[src/rtl/core/sorted_list_insert_delete_search_unit_assert.svh]
`ifndef SORTED_LIST_INSERT_DELETE_SEARCH_UNIT_ASSERT_SVH
`define SORTED_LIST_INSERT_DELETE_SEARCH_UNIT_ASSERT_SVH

// Same-cycle implication, checked on every rising edge outside reset.
`define SLIST_ASSERT_NOW(label, clk, rst_n, ante, cons) \
	label: assert property (@(posedge clk) disable iff (!rst_n) (ante) |-> (cons)) \
		else $error("sorted list assertion failed");

// Next-cycle implication, checked on every rising edge outside reset.
`define SLIST_ASSERT_NEXT(label, clk, rst_n, ante, cons) \
	label: assert property (@(posedge clk) disable iff (!rst_n) (ante) |=> (cons)) \
		else $error("sorted list assertion failed");

`endif

[src/rtl/core/slist_pkg.sv]
`default_nettype none

package slist_pkg;

	localparam int CAPACITY    = 16;
	localparam int VALUE_WIDTH = 32;
	localparam int IN_WIDTH    = 32;
	localparam int OCC_W       = 5;
	localparam int IDX_W       = (CAPACITY > 1) ? $clog2(CAPACITY) : 1;
	localparam int CNT_W       = $clog2(CAPACITY + 1);

	localparam logic [1:0] KIND_INSERT = 2'd0;
	localparam logic [1:0] KIND_DELETE = 2'd1;
	localparam logic [1:0] KIND_SEARCH = 2'd2;

	typedef enum logic [2:0] {
		ST_IDLE,
		ST_INS_RD,
		ST_INS_CMP,
		ST_SCAN_RD,
		ST_SCAN_CMP,
		ST_SHF_RD,
		ST_SHF_WR,
		ST_DONE
	} state_t;

	typedef struct packed {
		logic             hit;
		logic             full_reject;
		logic [OCC_W-1:0] occupancy;
	} result_t;

endpackage

`default_nettype wire

[src/rtl/core/slist_ram.sv]
`default_nettype none

module slist_ram #(
	parameter int WIDTH = 32,
	parameter int DEPTH = 16,
	parameter int ADDR_W = (DEPTH > 1) ? $clog2(DEPTH) : 1
) (
	input  wire logic              clk,
	input  wire logic              we,
	input  wire logic [ADDR_W-1:0] waddr,
	input  wire logic [WIDTH-1:0]  wdata,
	input  wire logic              re,
	input  wire logic [ADDR_W-1:0] raddr,
	output logic      [WIDTH-1:0]  rdata
);

	logic [WIDTH-1:0] mem_q [DEPTH];

	always_ff @(posedge clk) begin
		if (we) begin
			mem_q[waddr] <= wdata;
		end
		if (re) begin
			rdata <= mem_q[raddr];
		end
	end

endmodule

`default_nettype wire

[src/rtl/core/slist_ctrl.sv]
`default_nettype none

`include "sorted_list_insert_delete_search_unit_assert.svh"

module slist_ctrl (
	input  wire logic                                 clk,
	input  wire logic                                 arst_n,
	input  wire logic                                 in_valid,
	output logic                                      in_ready,
	input  wire logic [1:0]                           kind,
	input  wire logic [slist_pkg::IN_WIDTH-1:0]       value,
	input  wire logic                                 res_free,
	output logic                                      res_valid,
	output slist_pkg::result_t                        res,
	output logic                                      ram_we,
	output logic [slist_pkg::IDX_W-1:0]               ram_waddr,
	output logic [slist_pkg::VALUE_WIDTH-1:0]         ram_wdata,
	output logic                                      ram_re,
	output logic [slist_pkg::IDX_W-1:0]               ram_raddr,
	input  wire logic [slist_pkg::VALUE_WIDTH-1:0]    ram_rdata
);

	localparam int VW = slist_pkg::VALUE_WIDTH;
	localparam int CW = slist_pkg::CNT_W;
	localparam int IW = slist_pkg::IDX_W;
	localparam int OW = slist_pkg::OCC_W;
	localparam logic [CW-1:0] CAP = CW'(slist_pkg::CAPACITY);

	slist_pkg::state_t state_q, state_d;
	logic [1:0]           kind_q;
	logic signed [VW-1:0] val_q;
	logic [CW-1:0]        cnt_q, cnt_d;
	logic [CW-1:0]        ptr_q, ptr_d;
	logic                 hit_q, hit_d;
	logic                 rej_q, rej_d;

	logic [VW+slist_pkg::IN_WIDTH-1:0] val_ext;
	logic signed [VW-1:0]              val_in;
	logic [OW+CW-1:0]                  occ_ext;
	logic                              accept;
	logic [CW-1:0]                     ptr_inc;
	logic [CW-1:0]                     ptr_dec;

	assign val_ext = {{VW{value[slist_pkg::IN_WIDTH-1]}}, value};
	assign val_in  = val_ext[VW-1:0];
	assign occ_ext = {{OW{1'b0}}, cnt_q};
	assign ptr_inc = ptr_q + 1'b1;
	assign ptr_dec = ptr_q - 1'b1;

	assign in_ready  = (state_q == slist_pkg::ST_IDLE);
	assign accept    = in_valid && in_ready;
	assign res_valid = (state_q == slist_pkg::ST_DONE);
	assign res.hit         = hit_q;
	assign res.full_reject = rej_q;
	assign res.occupancy   = occ_ext[OW-1:0];

	always_ff @(posedge clk or negedge arst_n) begin
		if (!arst_n) begin
			state_q <= slist_pkg::ST_IDLE;
			cnt_q   <= '0;
		end else begin
			state_q <= state_d;
			cnt_q   <= cnt_d;
		end
	end

	always_ff @(posedge clk) begin
		if (accept) begin
			kind_q <= kind;
			val_q  <= val_in;
		end
		ptr_q <= ptr_d;
		hit_q <= hit_d;
		rej_q <= rej_d;
	end

	always_comb begin
		state_d   = state_q;
		cnt_d     = cnt_q;
		ptr_d     = ptr_q;
		hit_d     = hit_q;
		rej_d     = rej_q;
		ram_we    = 1'b0;
		ram_waddr = ptr_q[IW-1:0];
		ram_wdata = val_q;
		ram_re    = 1'b0;
		ram_raddr = ptr_q[IW-1:0];
		case (state_q)
			slist_pkg::ST_IDLE: begin
				hit_d = 1'b0;
				rej_d = 1'b0;
				ptr_d = '0;
				if (accept) begin
					case (kind)
						slist_pkg::KIND_INSERT: begin
							if (cnt_q >= CAP) begin
								rej_d   = 1'b1;
								state_d = slist_pkg::ST_DONE;
							end else begin
								ptr_d   = cnt_q;
								state_d = slist_pkg::ST_INS_RD;
							end
						end
						slist_pkg::KIND_DELETE, slist_pkg::KIND_SEARCH: begin
							state_d = slist_pkg::ST_SCAN_RD;
						end
						default: begin
							state_d = slist_pkg::ST_DONE;
						end
					endcase
				end
			end
			slist_pkg::ST_INS_RD: begin
				if (ptr_q == '0) begin
					ram_we  = 1'b1;
					cnt_d   = cnt_q + 1'b1;
					hit_d   = 1'b1;
					state_d = slist_pkg::ST_DONE;
				end else begin
					ram_re    = 1'b1;
					ram_raddr = ptr_dec[IW-1:0];
					state_d   = slist_pkg::ST_INS_CMP;
				end
			end
			slist_pkg::ST_INS_CMP: begin
				ram_we = 1'b1;
				if ($signed(ram_rdata) > val_q) begin
					ram_wdata = ram_rdata;
					ptr_d     = ptr_dec;
					state_d   = slist_pkg::ST_INS_RD;
				end else begin
					cnt_d   = cnt_q + 1'b1;
					hit_d   = 1'b1;
					state_d = slist_pkg::ST_DONE;
				end
			end
			slist_pkg::ST_SCAN_RD: begin
				if (ptr_q >= cnt_q) begin
					state_d = slist_pkg::ST_DONE;
				end else begin
					ram_re  = 1'b1;
					state_d = slist_pkg::ST_SCAN_CMP;
				end
			end
			slist_pkg::ST_SCAN_CMP: begin
				if ($signed(ram_rdata) == val_q) begin
					hit_d = 1'b1;
					if (kind_q == slist_pkg::KIND_DELETE) begin
						state_d = slist_pkg::ST_SHF_RD;
					end else begin
						state_d = slist_pkg::ST_DONE;
					end
				end else begin
					ptr_d   = ptr_inc;
					state_d = slist_pkg::ST_SCAN_RD;
				end
			end
			slist_pkg::ST_SHF_RD: begin
				if (ptr_inc >= cnt_q) begin
					cnt_d   = cnt_q - 1'b1;
					state_d = slist_pkg::ST_DONE;
				end else begin
					ram_re    = 1'b1;
					ram_raddr = ptr_inc[IW-1:0];
					state_d   = slist_pkg::ST_SHF_WR;
				end
			end
			slist_pkg::ST_SHF_WR: begin
				ram_we    = 1'b1;
				ram_wdata = ram_rdata;
				ptr_d     = ptr_inc;
				state_d   = slist_pkg::ST_SHF_RD;
			end
			slist_pkg::ST_DONE: begin
				if (res_free) begin
					state_d = slist_pkg::ST_IDLE;
				end
			end
			default: begin
				state_d = slist_pkg::ST_IDLE;
			end
		endcase
	end

	`SLIST_ASSERT_NOW(a_cnt_bound, clk, arst_n, 1'b1, cnt_q <= CAP)
	`SLIST_ASSERT_NOW(a_rw_apart, clk, arst_n, ram_we && ram_re, ram_waddr != ram_raddr)
	`SLIST_ASSERT_NOW(a_cmp_after_read, clk, arst_n,
		state_q == slist_pkg::ST_INS_CMP || state_q == slist_pkg::ST_SCAN_CMP ||
		state_q == slist_pkg::ST_SHF_WR, $past(ram_re))
	`SLIST_ASSERT_NEXT(a_done_step, clk, arst_n,
		state_q == slist_pkg::ST_DONE && res_free, cnt_q == $past(cnt_q))

endmodule

`default_nettype wire

[src/rtl/core/sorted_list_insert_delete_search_unit.sv]
// Sorted list of up to 16 signed 32-bit values, ascending, duplicates kept.
// Request channel: in_valid/in_ready with kind (insert, delete, search) and
// value. Result channel: out_valid/out_ready with hit, full_reject and the
// occupancy after the request.
// One request is worked on at a time; in_ready is high only while the
// sequencer is idle. The values live in a single-port-read RAM with a
// registered read port, and every step of the walk is a read followed by
// a compare or a write.
// An insert walks down from the top, moving each larger entry up one place,
// then writes the new value; a delete or a search scans up from the bottom,
// and a delete then moves the entries above the match down one place.
// A rejected insert or an unused kind code goes straight to the done state.
// The result is held in an output register; when the receiver stalls, the
// finished result waits there and the sequencer waits behind it.
// Reset clears the entry count and the control state at once; the RAM is
// not cleared, since only entries below the count are ever read.
`default_nettype none

module sorted_list_insert_delete_search_unit (
	input  wire logic                           clk,
	input  wire logic                           arst_n,
	input  wire logic                           in_valid,
	output logic                                in_ready,
	input  wire logic [1:0]                     kind,
	input  wire logic [slist_pkg::IN_WIDTH-1:0] value,
	output logic                                out_valid,
	input  wire logic                           out_ready,
	output logic                                hit,
	output logic                                full_reject,
	output logic [slist_pkg::OCC_W-1:0]         occupancy
);

	slist_pkg::result_t res;
	slist_pkg::result_t res_q;
	logic res_valid;
	logic res_free;
	logic out_valid_q;

	logic                              ram_we;
	logic [slist_pkg::IDX_W-1:0]       ram_waddr;
	logic [slist_pkg::VALUE_WIDTH-1:0] ram_wdata;
	logic                              ram_re;
	logic [slist_pkg::IDX_W-1:0]       ram_raddr;
	logic [slist_pkg::VALUE_WIDTH-1:0] ram_rdata;

	assign res_free = !out_valid_q || out_ready;

	slist_ctrl u_ctrl (
		.clk       (clk),
		.arst_n    (arst_n),
		.in_valid  (in_valid),
		.in_ready  (in_ready),
		.kind      (kind),
		.value     (value),
		.res_free  (res_free),
		.res_valid (res_valid),
		.res       (res),
		.ram_we    (ram_we),
		.ram_waddr (ram_waddr),
		.ram_wdata (ram_wdata),
		.ram_re    (ram_re),
		.ram_raddr (ram_raddr),
		.ram_rdata (ram_rdata)
	);

	slist_ram #(
		.WIDTH (slist_pkg::VALUE_WIDTH),
		.DEPTH (slist_pkg::CAPACITY)
	) u_ram (
		.clk   (clk),
		.we    (ram_we),
		.waddr (ram_waddr),
		.wdata (ram_wdata),
		.re    (ram_re),
		.raddr (ram_raddr),
		.rdata (ram_rdata)
	);

	always_ff @(posedge clk or negedge arst_n) begin
		if (!arst_n) begin
			out_valid_q <= 1'b0;
		end else if (res_free) begin
			out_valid_q <= res_valid;
		end
	end

	always_ff @(posedge clk) begin
		if (res_free && res_valid) begin
			res_q <= res;
		end
	end

	assign out_valid   = out_valid_q;
	assign hit         = res_q.hit;
	assign full_reject = res_q.full_reject;
	assign occupancy   = res_q.occupancy;

endmodule

`default_nettype wire

[config.mk]
export PLATFORM = sky130hd
export DESIGN_NAME = sorted_list_insert_delete_search_unit
export DESIGN_NICKNAME = d
export VERILOG_FILES = /design/src/rtl/core/slist_pkg.sv /design/src/rtl/core/slist_ram.sv /design/src/rtl/core/slist_ctrl.sv /design/src/rtl/core/sorted_list_insert_delete_search_unit.sv
export VERILOG_INCLUDE_DIRS = /design/src /design/src/rtl/core
export SDC_FILE = /design/constraint.sdc
export NUM_CORES = 1
export LEC_CHECK = 0
export BUFFER_PORTS_ARGS = -buffer_cell sky130_fd_sc_hd__buf_2
export CAP_MARGIN = 20
export CORE_ASPECT_RATIO = 0.75
export CORE_MARGIN = 3
export CORE_UTILIZATION = 54
export CTS_CLUSTER_DIAMETER = 200
export DETAILED_ROUTE_END_ITERATION = 8
export PLACE_DENSITY = 0.84
export SETUP_SLACK_MARGIN = 0.05
export SLEW_MARGIN = 5
export SYNTH_ARGS = -nofsm -noshare
export SYNTH_HDL_FRONTEND = slang
export SYNTH_SLANG_ARGS = --single-unit
export TNS_END_PERCENT = 1
[constraint.sdc]
create_clock -name clk -period 5.2 [get_ports clk]
set_clock_uncertainty 0.1 [all_clocks]
set_input_delay 0.26 -clock clk [delete_from_list [all_inputs] [get_ports clk]]
set_output_delay 0.26 -clock clk [all_outputs]
set_load 0.01 [all_outputs]
== Word level (Yosys, flattened, before mapping) ==
Memories as Yosys holds them, arrays and structs flattened. A register that Yosys moved wholly into a read port is not among the register bits.
Index checks and enable logic that the tools add are counted.

* Shift-type cells: 0
* Multipliers: 0
* Reductions and logical operators: 17
* Multiplexer cells: 39
* Divide/modulo/power cells: 0
* $add $sub $neg: 4
* Bitwise gates (word level): 0
* $lt $le $gt $ge: 4
* Eq/ne operators: 19

{| class="wikitable"
|+ Operators by type and width
! kind !! count
|-
| 32-bit one-hot mux with 2 select lines || 1
|-
| 5-bit two-way mux || 8
|-
| 32-bit == test || 1
|-
| 32-bit > comparator || 1
|-
| 32-bit two-way mux || 1
|-
| 3-bit one-hot mux with 8 select lines || 1
|-
| 5-bit one-hot mux with 4 select lines || 1
|-
| 3-bit two-way mux || 6
|-
| 5-bit one-hot mux with 3 select lines || 1
|-
| 3-bit == test, second input constant || 4
|-
| 1-bit two-way mux || 11
|-
| 5-bit by 1-bit adder with 5-bit output, second input constant || 2
|-
| 5-bit >= comparator || 2
|-
| 2-bit by 1-bit != test with 1-bit output, second input constant || 5
|-
| 5-bit by 1-bit subtractor with 5-bit output, second input constant || 2
|-
| 4-bit two-way mux || 2
|-
| 4-bit one-hot mux with 2 select lines || 1
|-
| 4-bit AND reduction || 2
|-
| 4-bit nonzero test || 2
|-
| 3-bit by 2-bit == test with 1-bit output, second input constant || 2
|-
| 2-bit != test, second input constant || 3
|-
| 3-bit one-hot mux with 2 select lines || 1
|-
| 5-bit >= comparator, second input constant || 1
|-
| 5-bit logical NOT || 1
|-
| other kinds (16) || 21
|}

* Memories: 1
* Register bits after elaboration: 57
* Logic and storage cells: 95
* RAM bits: 512
* ROM bits: 0
* Input port bits: 38
* Latch bits: 0
* Output and inout bits: 9

{| class="wikitable"
|+ Memories
! memory !! depth !! width !! rd ports !! clocked after Yosys merged registers in !! wr ports !! line !! RTL
|-
| u_ram.mem_q || 16 || 32 || 1 || 1 || 1 || slist_ram.sv:17 || <nowiki>logic [WIDTH-1:0] mem_q [DEPTH];</nowiki>
|}

== Depth between registers and ports, before layout ==
Gate-level depths: netlist of run 1.

* Word-level depth: 5
* Mapped depth: 17
* Gate-level depth less buffers: 12

== Hierarchy ==
A second synthesis of run 1 with hierarchy kept.

* Cell total of the unflattened synthesis: 1270
* Area total of the unflattened synthesis: 24604.8 um2

{| class="wikitable"
|+ By module, submodules not included
! module !! area each (um2) !! times used !! cells each !! seq. area each (um2)
|-
| slist_ram || 20155.6 || 1 || 838 || 16335.7
|-
| slist_ctrl || 4185.3 || 1 || 421 || 1431.4
|-
| sorted_list_insert_delete_search_unit || 264.0 || 1 || 11 || 235.2
|}

== Worst setup path before layout of run 1 ==
Ideal clock, no wire load.

* Kind: reg2reg
* From: reg u_ctrl.ptr_q[0]
* To: reg u_ram.rdata[0], read port of u_ram.mem_q (enable)
* Required time: 4.630 ns
* Data arrival time: 4.515 ns
* Stages on the path, launching flop included: 11
* Setup slack: 0.115 ns
* Path buffers: 1
* Library setup time: 0.470 ns
* Clock period less this slack: 5.085 ns
* Cell sequence: edfxtp_1 clkbuf_1 inv_1 ha_1 nand2b_1 a21o_1 a21o_1 a21o_1 a21o_1 mux2_2 o31ai_1

* Cells in the longest elaborated chain, start to end: 4
* Elaborated cells between the ends (all ways): 12
* Those cells by class: 2 x add/sub; 2 x order compare; 7 x mux; 1 x reduce/logical

{| class="wikitable"
|+ RTL lines
! item !! line !! RTL
|-
| start, declared || slist_ctrl.sv:33 || <nowiki>logic [CW-1:0] ptr_q, ptr_d;</nowiki>
|-
| start signal, assigned || slist_ctrl.sv:72 || <nowiki>ptr_q <= ptr_d;</nowiki>
|-
| 5-bit by 1-bit adder with 5-bit output || slist_ctrl.sv:47 || <nowiki>assign ptr_inc = ptr_q + 1'b1;</nowiki>
|-
| 5-bit >= comparator || slist_ctrl.sv:159 || <nowiki>if (ptr_inc >= cnt_q) begin</nowiki>
|-
| 1-bit two-way mux || slist_ctrl.sv:159 ||
|-
| 1-bit one-hot mux with 3 select lines * || slist_ctrl.sv:88 || <nowiki>case (state_q)</nowiki>
|-
| via ram_re || sorted_list_insert_delete_search_unit.sv:42 || <nowiki>logic ram_re;</nowiki>
|-
| end, declared || slist_ram.sv:14 || <nowiki>output logic [WIDTH-1:0] rdata</nowiki>
|}

The timed path passes the listed nets; every way through them passes the cells marked *.
A chain may end at the register's enable or synchronous reset.

== Worst setup path in the final report of run 1 ==
* From: reg u_ctrl.ptr_q[0]
* To: reg u_ram.rdata[29], read port of u_ram.mem_q, data pin

* Cells in the longest elaborated chain, start to end: 4
* Elaborated cells between the ends (all ways): 12
* Those cells by class: 2 x add/sub; 2 x order compare; 7 x mux; 1 x reduce/logical

{| class="wikitable"
|+ RTL lines
! item !! line
|-
| 5-bit by 1-bit adder with 5-bit output || slist_ctrl.sv:47
|-
| 5-bit >= comparator || slist_ctrl.sv:159
|-
| 1-bit two-way mux or 4-bit two-way mux (tied branches) || slist_ctrl.sv:159
|-
| 1-bit one-hot mux with 3 select lines or 4-bit one-hot mux with 2 select lines (tied branches) || slist_ctrl.sv:88
|}

Parallel ways exist; a longest one is shown, timed or not.

==> results of run 1 <==
## cell usage after synthesis, types with 2 or more instances
cell / number
o21a_1: 3
o311ai_0: 3
o211ai_1: 5
or3_1: 3
xnor2_1: 7
buf_6: 9
mux2_1: 15
nor2_1: 32
nand2_1: 167
a221oi_1: 132
mux2i_1: 131
and2_1: 2
nor3_1: 11
mux2_2: 19
inv_1: 54
a21o_1: 9
nand3_1: 9
nor2b_1: 3
o21ai_0: 10
o221ai_1: 2
edfxtp_1: 592
a21oi_1: 151
o32ai_1: 2
buf_1: 8
a31oi_1: 2
nand4_1: 7
o32a_1: 2
a22o_1: 2
dfrtp_1: 9
a211oi_1: 2
nand2b_1: 5
ha_1: 52
xor2_1: 5
o22ai_1: 2
o31ai_1: 3
or4_1: 32
a221o_1: 2
buf_2: 17
o22a_1: 3
clkbuf_1: 64
## cell families (layout without fill, tap and decap cells)
group,after synthesis,in the layout,share of synthesized area (%)
buffers and inverters,154,285,2.71
XOR/XNOR,12,12,0.424
multiplexers,165,165,6.83
AND/OR/NAND/NOR,280,280,5.21
adder cells (fa/ha/maj),53,53,2.70
AO/OA/AOI/OAI,342,342,9.59
flip-flops,601,601,72.5
## cell type report
class / count / area [um^2] / share of cell area (%)
repair buffers: 133 / 1130 / 4.01
clock inverters: 36 / 409 / 1.45
well taps: 586 / 733 / 2.60
multi-input cells: 852 / 6300 / 22.4
clock buffers: 62 / 1380 / 4.91
flip-flops and latches: 601 / 18000 / 63.9
inverters: 54 / 203 / 0.720
## registers in the layout (all words and copies together) (netlist names), 2 cells and up
| signal | flops |
|---|---|
| u_ram.rdata | 32 |
| occupancy | 5 |
| u_ctrl.state_q | 3 |
| u_ctrl.ptr_q | 5 |
| u_ctrl.kind_q | 2 |
| u_ram.mem_q | 512 |
| u_ctrl.val_q | 32 |
| u_ctrl.cnt_q | 5 |
## worst register-to-register path, delay by kind of cell (launching register included)
| family | cells | cell delay [ns] |
|---|---|---|
| buffers and inverters | 2 | 0.61 |
| AO/OA/AOI/OAI | 4 | 1.03 |
| AND/OR/NAND/NOR | 3 | 1.25 |
| adder cells (fa/ha/maj) | 2 | 0.70 |
| multiplexers | 1 | 0.29 |
| flip-flops | 1 | 0.57 |
## worst max path at each step
| stage | start | end | slack [ns] | cells past startpoint |
|---|---|---|---|---|
| final | u_ctrl.ptr_q[0] | u_ram.rdata[29] | 0.40 | 12 |
| after global routing | u_ctrl.ptr_q[0] | u_ram.rdata[25] | 0.14 | 12 |
| after CTS | u_ctrl.ptr_q[0] | u_ram.rdata[23] | 0.30 | 12 |
| after detailed placement | u_ctrl.ptr_q[0] | u_ram.rdata[23] | 0.28 | 12 |
| after global placement | u_ctrl.ptr_q[0] | u_ram.rdata[29] | 0.50 | 12 |
| after floorplan | u_ctrl.ptr_q[0] | u_ram.rdata[0] | 0.11 | 10 |
## layer usage
layer	global-route usage (%)	up-vias	wire length [um]
met3	4.71	112	6080
met2	37.2	900	27000
met5	0	-	0
met4	7.93	0	1360
met1	35.3	7396	24300
li1	-	6512	-
## placed cells by master (no fill, tap or decap), types with 12 or more instances in the layout
cell type      instances
ha_1                  52
nor2_4                12
clkbuf_16             54
buf_4                 37
nand2_1              166
buf_2                 46
a221oi_1             131
mux2i_1              131
edfxtp_1             592
inv_1                 54
mux2_2                19
mux2_1                15
dlygate4sd3_1         38
nor2_1                20
or4_1                 32
buf_12                12
a21oi_1              151
## per-stage QoR
| step | cells | hold slack, ns | util, % |
|---|---|---|---|
| 5_1_grt | 2324 | 0.268 | 62.5 |
| 2_1_floorplan | 1607 | -0.136 | - |
| 4_1_cts | 2324 | 0.240 | 62.5 |
| 3_5_place_dp | 2188 | 0.0241 | 57.7 |
| 6_report | 2324 | 0.274 | 62.5 |
| 3_3_place_gp | 2188 | 0.0181 | 57.7 |
## what timing repair did
action                                  CTS  global route
gates resized for setup                   0             1
hold buffers                             38             0
endpoints found under the hold margin    46             0
endpoints found under the setup margin    0             7
==> metrics.txt, run 1 <==
Hold Crit Class input pin to flop; # clock sinks about 600; Num CTS Buffers 53; unrepaired setup endpoints after global routing no; sequential area share after synthesis about 73%; routability congestion estimate roughly 0.86; Req. time, crit path 5.42 ns; synth top area cells edfxtp_1, mux2i_1, a221oi_1; Net Count, Synth 1698; placed instance area 0.0260 mm^2; Slew @ Worst Pin 1.08 ns; Detail Route Antenna Nets 0; post-synthesis register bit count around 600; Hold Crit Start value[28]; Worst R2R End u_ram.rdata[29]; final setup vio count 0; crit path cell chain inv_1 -> ha_1 -> ha_1 -> a21bo_2 -> a2111oi_4 -> or2_1 -> a211o_1 -> and2_4 -> buf_4 -> mux2i_1 -> a221oi_1 -> or4_1; DRC Markers 0; Final Cycle Share 92.3%; worst setup path class flop to flop; CP endpoint kind flop; crit start category flop; Worst Hold End u_ctrl.val_q[28]; clock-pin slew on the worst setup and hold paths around 0.07 ns; fin nets 1786; Worst path slowest cell edfxtp_1; Max-Cap Viols 0; vias in the first global route 14764; Clock Latency Late Sink between 0.5 and 0.6 ns; slew margin rel. 27.6%; DRT Wirelength 58700 um; pin count of the biggest net entering global routing 67; Die Height 192 um; WP buf/inv 2; number of synthesized flops with an enable pin 592; routed vias 14920; DP Wirelength 32100 um; CTS H-tree depth 2; CTS Root Buffer Type clkbuf_16; CP top delay family simple AND/OR/NAND/NOR gates; global-route wire length before repair 88100 um; Placement Rows 67; initial antenna violation count 0; CTS tree done; ys flop type edfxtp_1; Initial Util 55.1%; Port Buf Inserts 46; width of the die 254 um; status finished clean; setup TNS 0 ns; post-DR vias/cell around 6.4; R2R cell count 12; crit-path max cell delay 0.57 ns; Longest Clk Path Bufs 3; final hold vios 0; Most common cell on crit path ha_1; Synth async-reset ratio between 1 and 1.5%; core area 0.0450 mm^2; Cells after Synth 1607; Slew Viols, Final 0; Worst Path Arrival about 5.0 ns; Area growth, synth to finish 13.5%; Avg Inst Size Synth 15.4 um^2; Synthesis Warnings 0; area leader, netlist edfxtp_1; maximum fanout along the worst path 25; synthesized cell area 0.0248 mm^2; hold path depth 2; post-synth cell types 59; setup bufs post-CTS 0; drt wl/cell 25.3 um; die area 0.0486 mm^2; gr usage total 24.2%; Reg-to-Reg Start u_ctrl.ptr_q[0]; top cell type's share of synthesized area around 72%; layout cell share with drive strength beyond 1 between 10% and 20%; I/O pin count 47; fill count ~3000; min Tclk post-route 4.80 ns; diodes inserted 0; Initial DRC Count 1952; GRT overflow 0; DR pass1 iterations 6; final instance area 0.0282 mm^2; R2R Setup Slk 0.40 ns; dpl ws 0.285 ns; setup slack after layout 0.399 ns; Max Fclk around 0.21 GHz
Power of run 1 is not shown: default switching activity piles up to over one toggle a cycle in this logic, so the estimate is an artifact.
==> inputs of run 2 (changes only) <==
==> constraint.sdc (replaced) <==
create_clock -name clk -period 3.9 [get_ports clk]
set_clock_uncertainty 0.1 [all_clocks]
set_input_delay 0.195 -clock clk [delete_from_list [all_inputs] [get_ports clk]]
set_output_delay 0.195 -clock clk [all_outputs]
set_load 0.01 [all_outputs]
==> run 2 against run 1 <==
Net effect:
- critical endpoint is now u_ram.rdata[10]
- non-clock buffer count increased by 48
- count of clock-buffer cells in the layout increased by 1
- wire length increased by 0.93%
- first-iteration DRC count increased by 9.3%
- sequential cell count unchanged
- final cell count increased by 1.8%
- die area unchanged
- highest routed layer unchanged
- sequential share of layout area decreased by 1.4 points
- worst hold slack got worse by 0.061 ns
- fmax increased by 24%
==> metrics.txt, run 2 (synthesis results as in run 1) <==
Die Height 192 um (unchanged); Port Buf Inserts 46 (unchanged); commonest cells after routing, fill and taps aside edfxtp_1, nand2_1, a21oi_1, a221oi_1, mux2i_1; unrepaired setup endpoints after global routing yes; vias in the first global route 15022 (+1.7%); DR pass1 iterations 6 (unchanged); routed vias 15272 (+2.4%); worst setup path class flop to flop; Detail Route Antenna Nets 0 (unchanged); Final Cycle Share 99.3% (+7.0 points); Hold Crit Class input pin to flop; Placement Rows 67 (unchanged); GRT overflow 0 (unchanged); Worst Path Arrival 4.10 ns (-0.92 ns); final setup vio count 0 (unchanged); DRT Wirelength 59300 um (+0.93%); CP top delay family simple AND/OR/NAND/NOR gates; fill count 2977 (-2.2%); min Tclk post-route 3.87 ns (-0.927 ns); I/O pin count 47 (unchanged); initial antenna violation count 0 (unchanged); Reg-to-Reg Start u_ctrl.ptr_q[0]; final hold vios 0 (unchanged); hold path depth 2 (unchanged); Max-Cap Viols 0 (unchanged); Hold Crit Start value[8]; Slew Viols, Final 0 (unchanged); CTS tree done; most common cell after layout, fill and taps aside edfxtp_1; Hold WS 0.213 ns (-0.0614 ns); Max Fclk 0.258 GHz (+24%); Worst R2R End u_ram.rdata[10]; core area 0.0450 mm^2 (unchanged); DRC Markers 0 (unchanged); CTS Root Buffer Type clkbuf_16; Initial DRC Count 2133 (+9.3%); maximum fanout along the worst path 15 (-40%); crit path cell chain ha_2 -> nand3_1 -> xnor2_1 -> ha_1 -> or2_4 -> or2_4 -> a211o_1 -> and2_4 -> buf_12 -> buf_12 -> a21oi_1 -> a221oi_2 -> or4_1; Worst Hold End u_ctrl.val_q[8]; Req. time, crit path 4.12 ns (-1.30 ns); fin nets 1834 (+2.7%); clock-pin slew on the worst setup and hold paths 0.07 ns (about the same); R2R cell count 13 (+1); post-DR vias/cell 6.45 (+0.54%); max reg flops 512 (unchanged); Area growth, synth to finish 16.1%; CP endpoint kind flop; gr usage total 24.5% (+0.25 points); routability congestion estimate 0.878 (+2.5%); width of the die 254 um (unchanged); global-route wire length before repair 89400 um (+1.5%); crit start category flop; status finished clean; layout cell share with drive strength beyond 1 16.7% (+3.9 points); Slew @ Worst Pin 0.835 ns (-0.249 ns); Clock Latency Late Sink 0.59 ns (about the same); placed instance area 0.0266 mm^2 (+2.4%); R2R Setup Slk 0.03 ns (-0.37 ns); largest registers u_ram.mem_q x512, u_ctrl.val_q x32, u_ram.rdata x32; Longest Clk Path Bufs 3 (unchanged); # clock sinks 601 (unchanged); Register Area 0.0180 mm^2 (unchanged); slew margin rel. 44.2% (+17 points); Initial Util 55.1% (unchanged); pin count of the biggest net entering global routing 86 (+28%); Worst path slowest cell or4_1; Num CTS Buffers 53 (unchanged); Multi-input gate area 0.00639 mm^2 (+1.5%); diodes inserted 0 (unchanged); final instance area 0.0288 mm^2 (+2.3%); WP buf/inv 2 (unchanged); crit-path max cell delay 0.54 ns (-0.03 ns); CTS H-tree depth 2 (unchanged); DP Wirelength 33000 um (+2.9%); Biggest register u_ram.mem_q; die area 0.0486 mm^2 (unchanged); setup TNS 0 ns (unchanged); drt wl/cell 25.1 um (-0.87%)
run 2: cell types whose count changed in the layout (fill, tap and decap cells not counted), sizes merged:
cell and change:
clkinvlp -5, clkinv +1, bufinv -4, inv +1
buf +48, clkbuf +1
run 2: through the flow:
stage / worst slack [ns] / cells / util (%)
finish: 0.0255 / 2366 / 64.0
global route: -0.0816 / 2366 / 64.0
CTS: 0.0101 / 2363 / 63.8
detailed placement: -0.0980 / 2232 / 59.1
global placement: -0.00568 / 2232 / 59.1
floorplan: -0.513 / 1607 / -
run 2: per-layer routing:
metal  vias to the layer above  wire (um)  GRT usage, %
met4                         0       1370          7.18
met1                      7615      24000          35.2
met3                       122       6490          5.09
li1                       6594          -             -
met5                         -          0             0
met2                       941      27400          38.1
run 2: worst max-delay path by stage:
stage	start	end	slack (ns)	cells after the start
3_5_place_dp	u_ctrl.ptr_q[0]	u_ram.rdata[1]	-0.1	12
4_1_cts	u_ctrl.ptr_q[0]	u_ram.rdata[10]	0.01	13
6_report	u_ctrl.ptr_q[0]	u_ram.rdata[10]	0.03	13
5_1_grt	u_ctrl.ptr_q[1]	u_ram.rdata[27]	-0.08	13
3_3_place_gp	u_ctrl.ptr_q[0]	u_ram.rdata[17]	-0.006	13
2_1_floorplan	u_ctrl.ptr_q[0]	u_ram.mem_q[1][0]	-0.51	8
run 2: worst register-to-register path, cell delays in order, from the launching register on:
cell and delay [ns]:
edfxtp_1 0.42, ha_2 0.25, nand3_1 0.11, xnor2_1 0.16, ha_1 0.23, or2_4 0.29, or2_4 0.27, a211o_1 0.31
and2_4 0.23, buf_12 0.18, buf_12 0.17, a21oi_1 0.26, a221oi_2 0.10, or4_1 0.54
run 2: cell type report:
cell class	count	area share, %
Timing Repair Buffer	181	6.22
Tap cell	586	2.55
Clock buffer	63	4.92
Inverter	54	0.704
Multi-Input combinational cell	852	22.2
Sequential cell	601	62.5
Clock inverter	29	0.912
run 2: what timing repair did:
item,4_1_cts,5_1_grt
setup endpoints to repair,86,416
pin swaps,1,2
hold buffers,38,0
endpoints found under the hold margin,46,0
setup buffers,1,3
resized for setup,9,27
Power of run 2 is left out for the same reason.
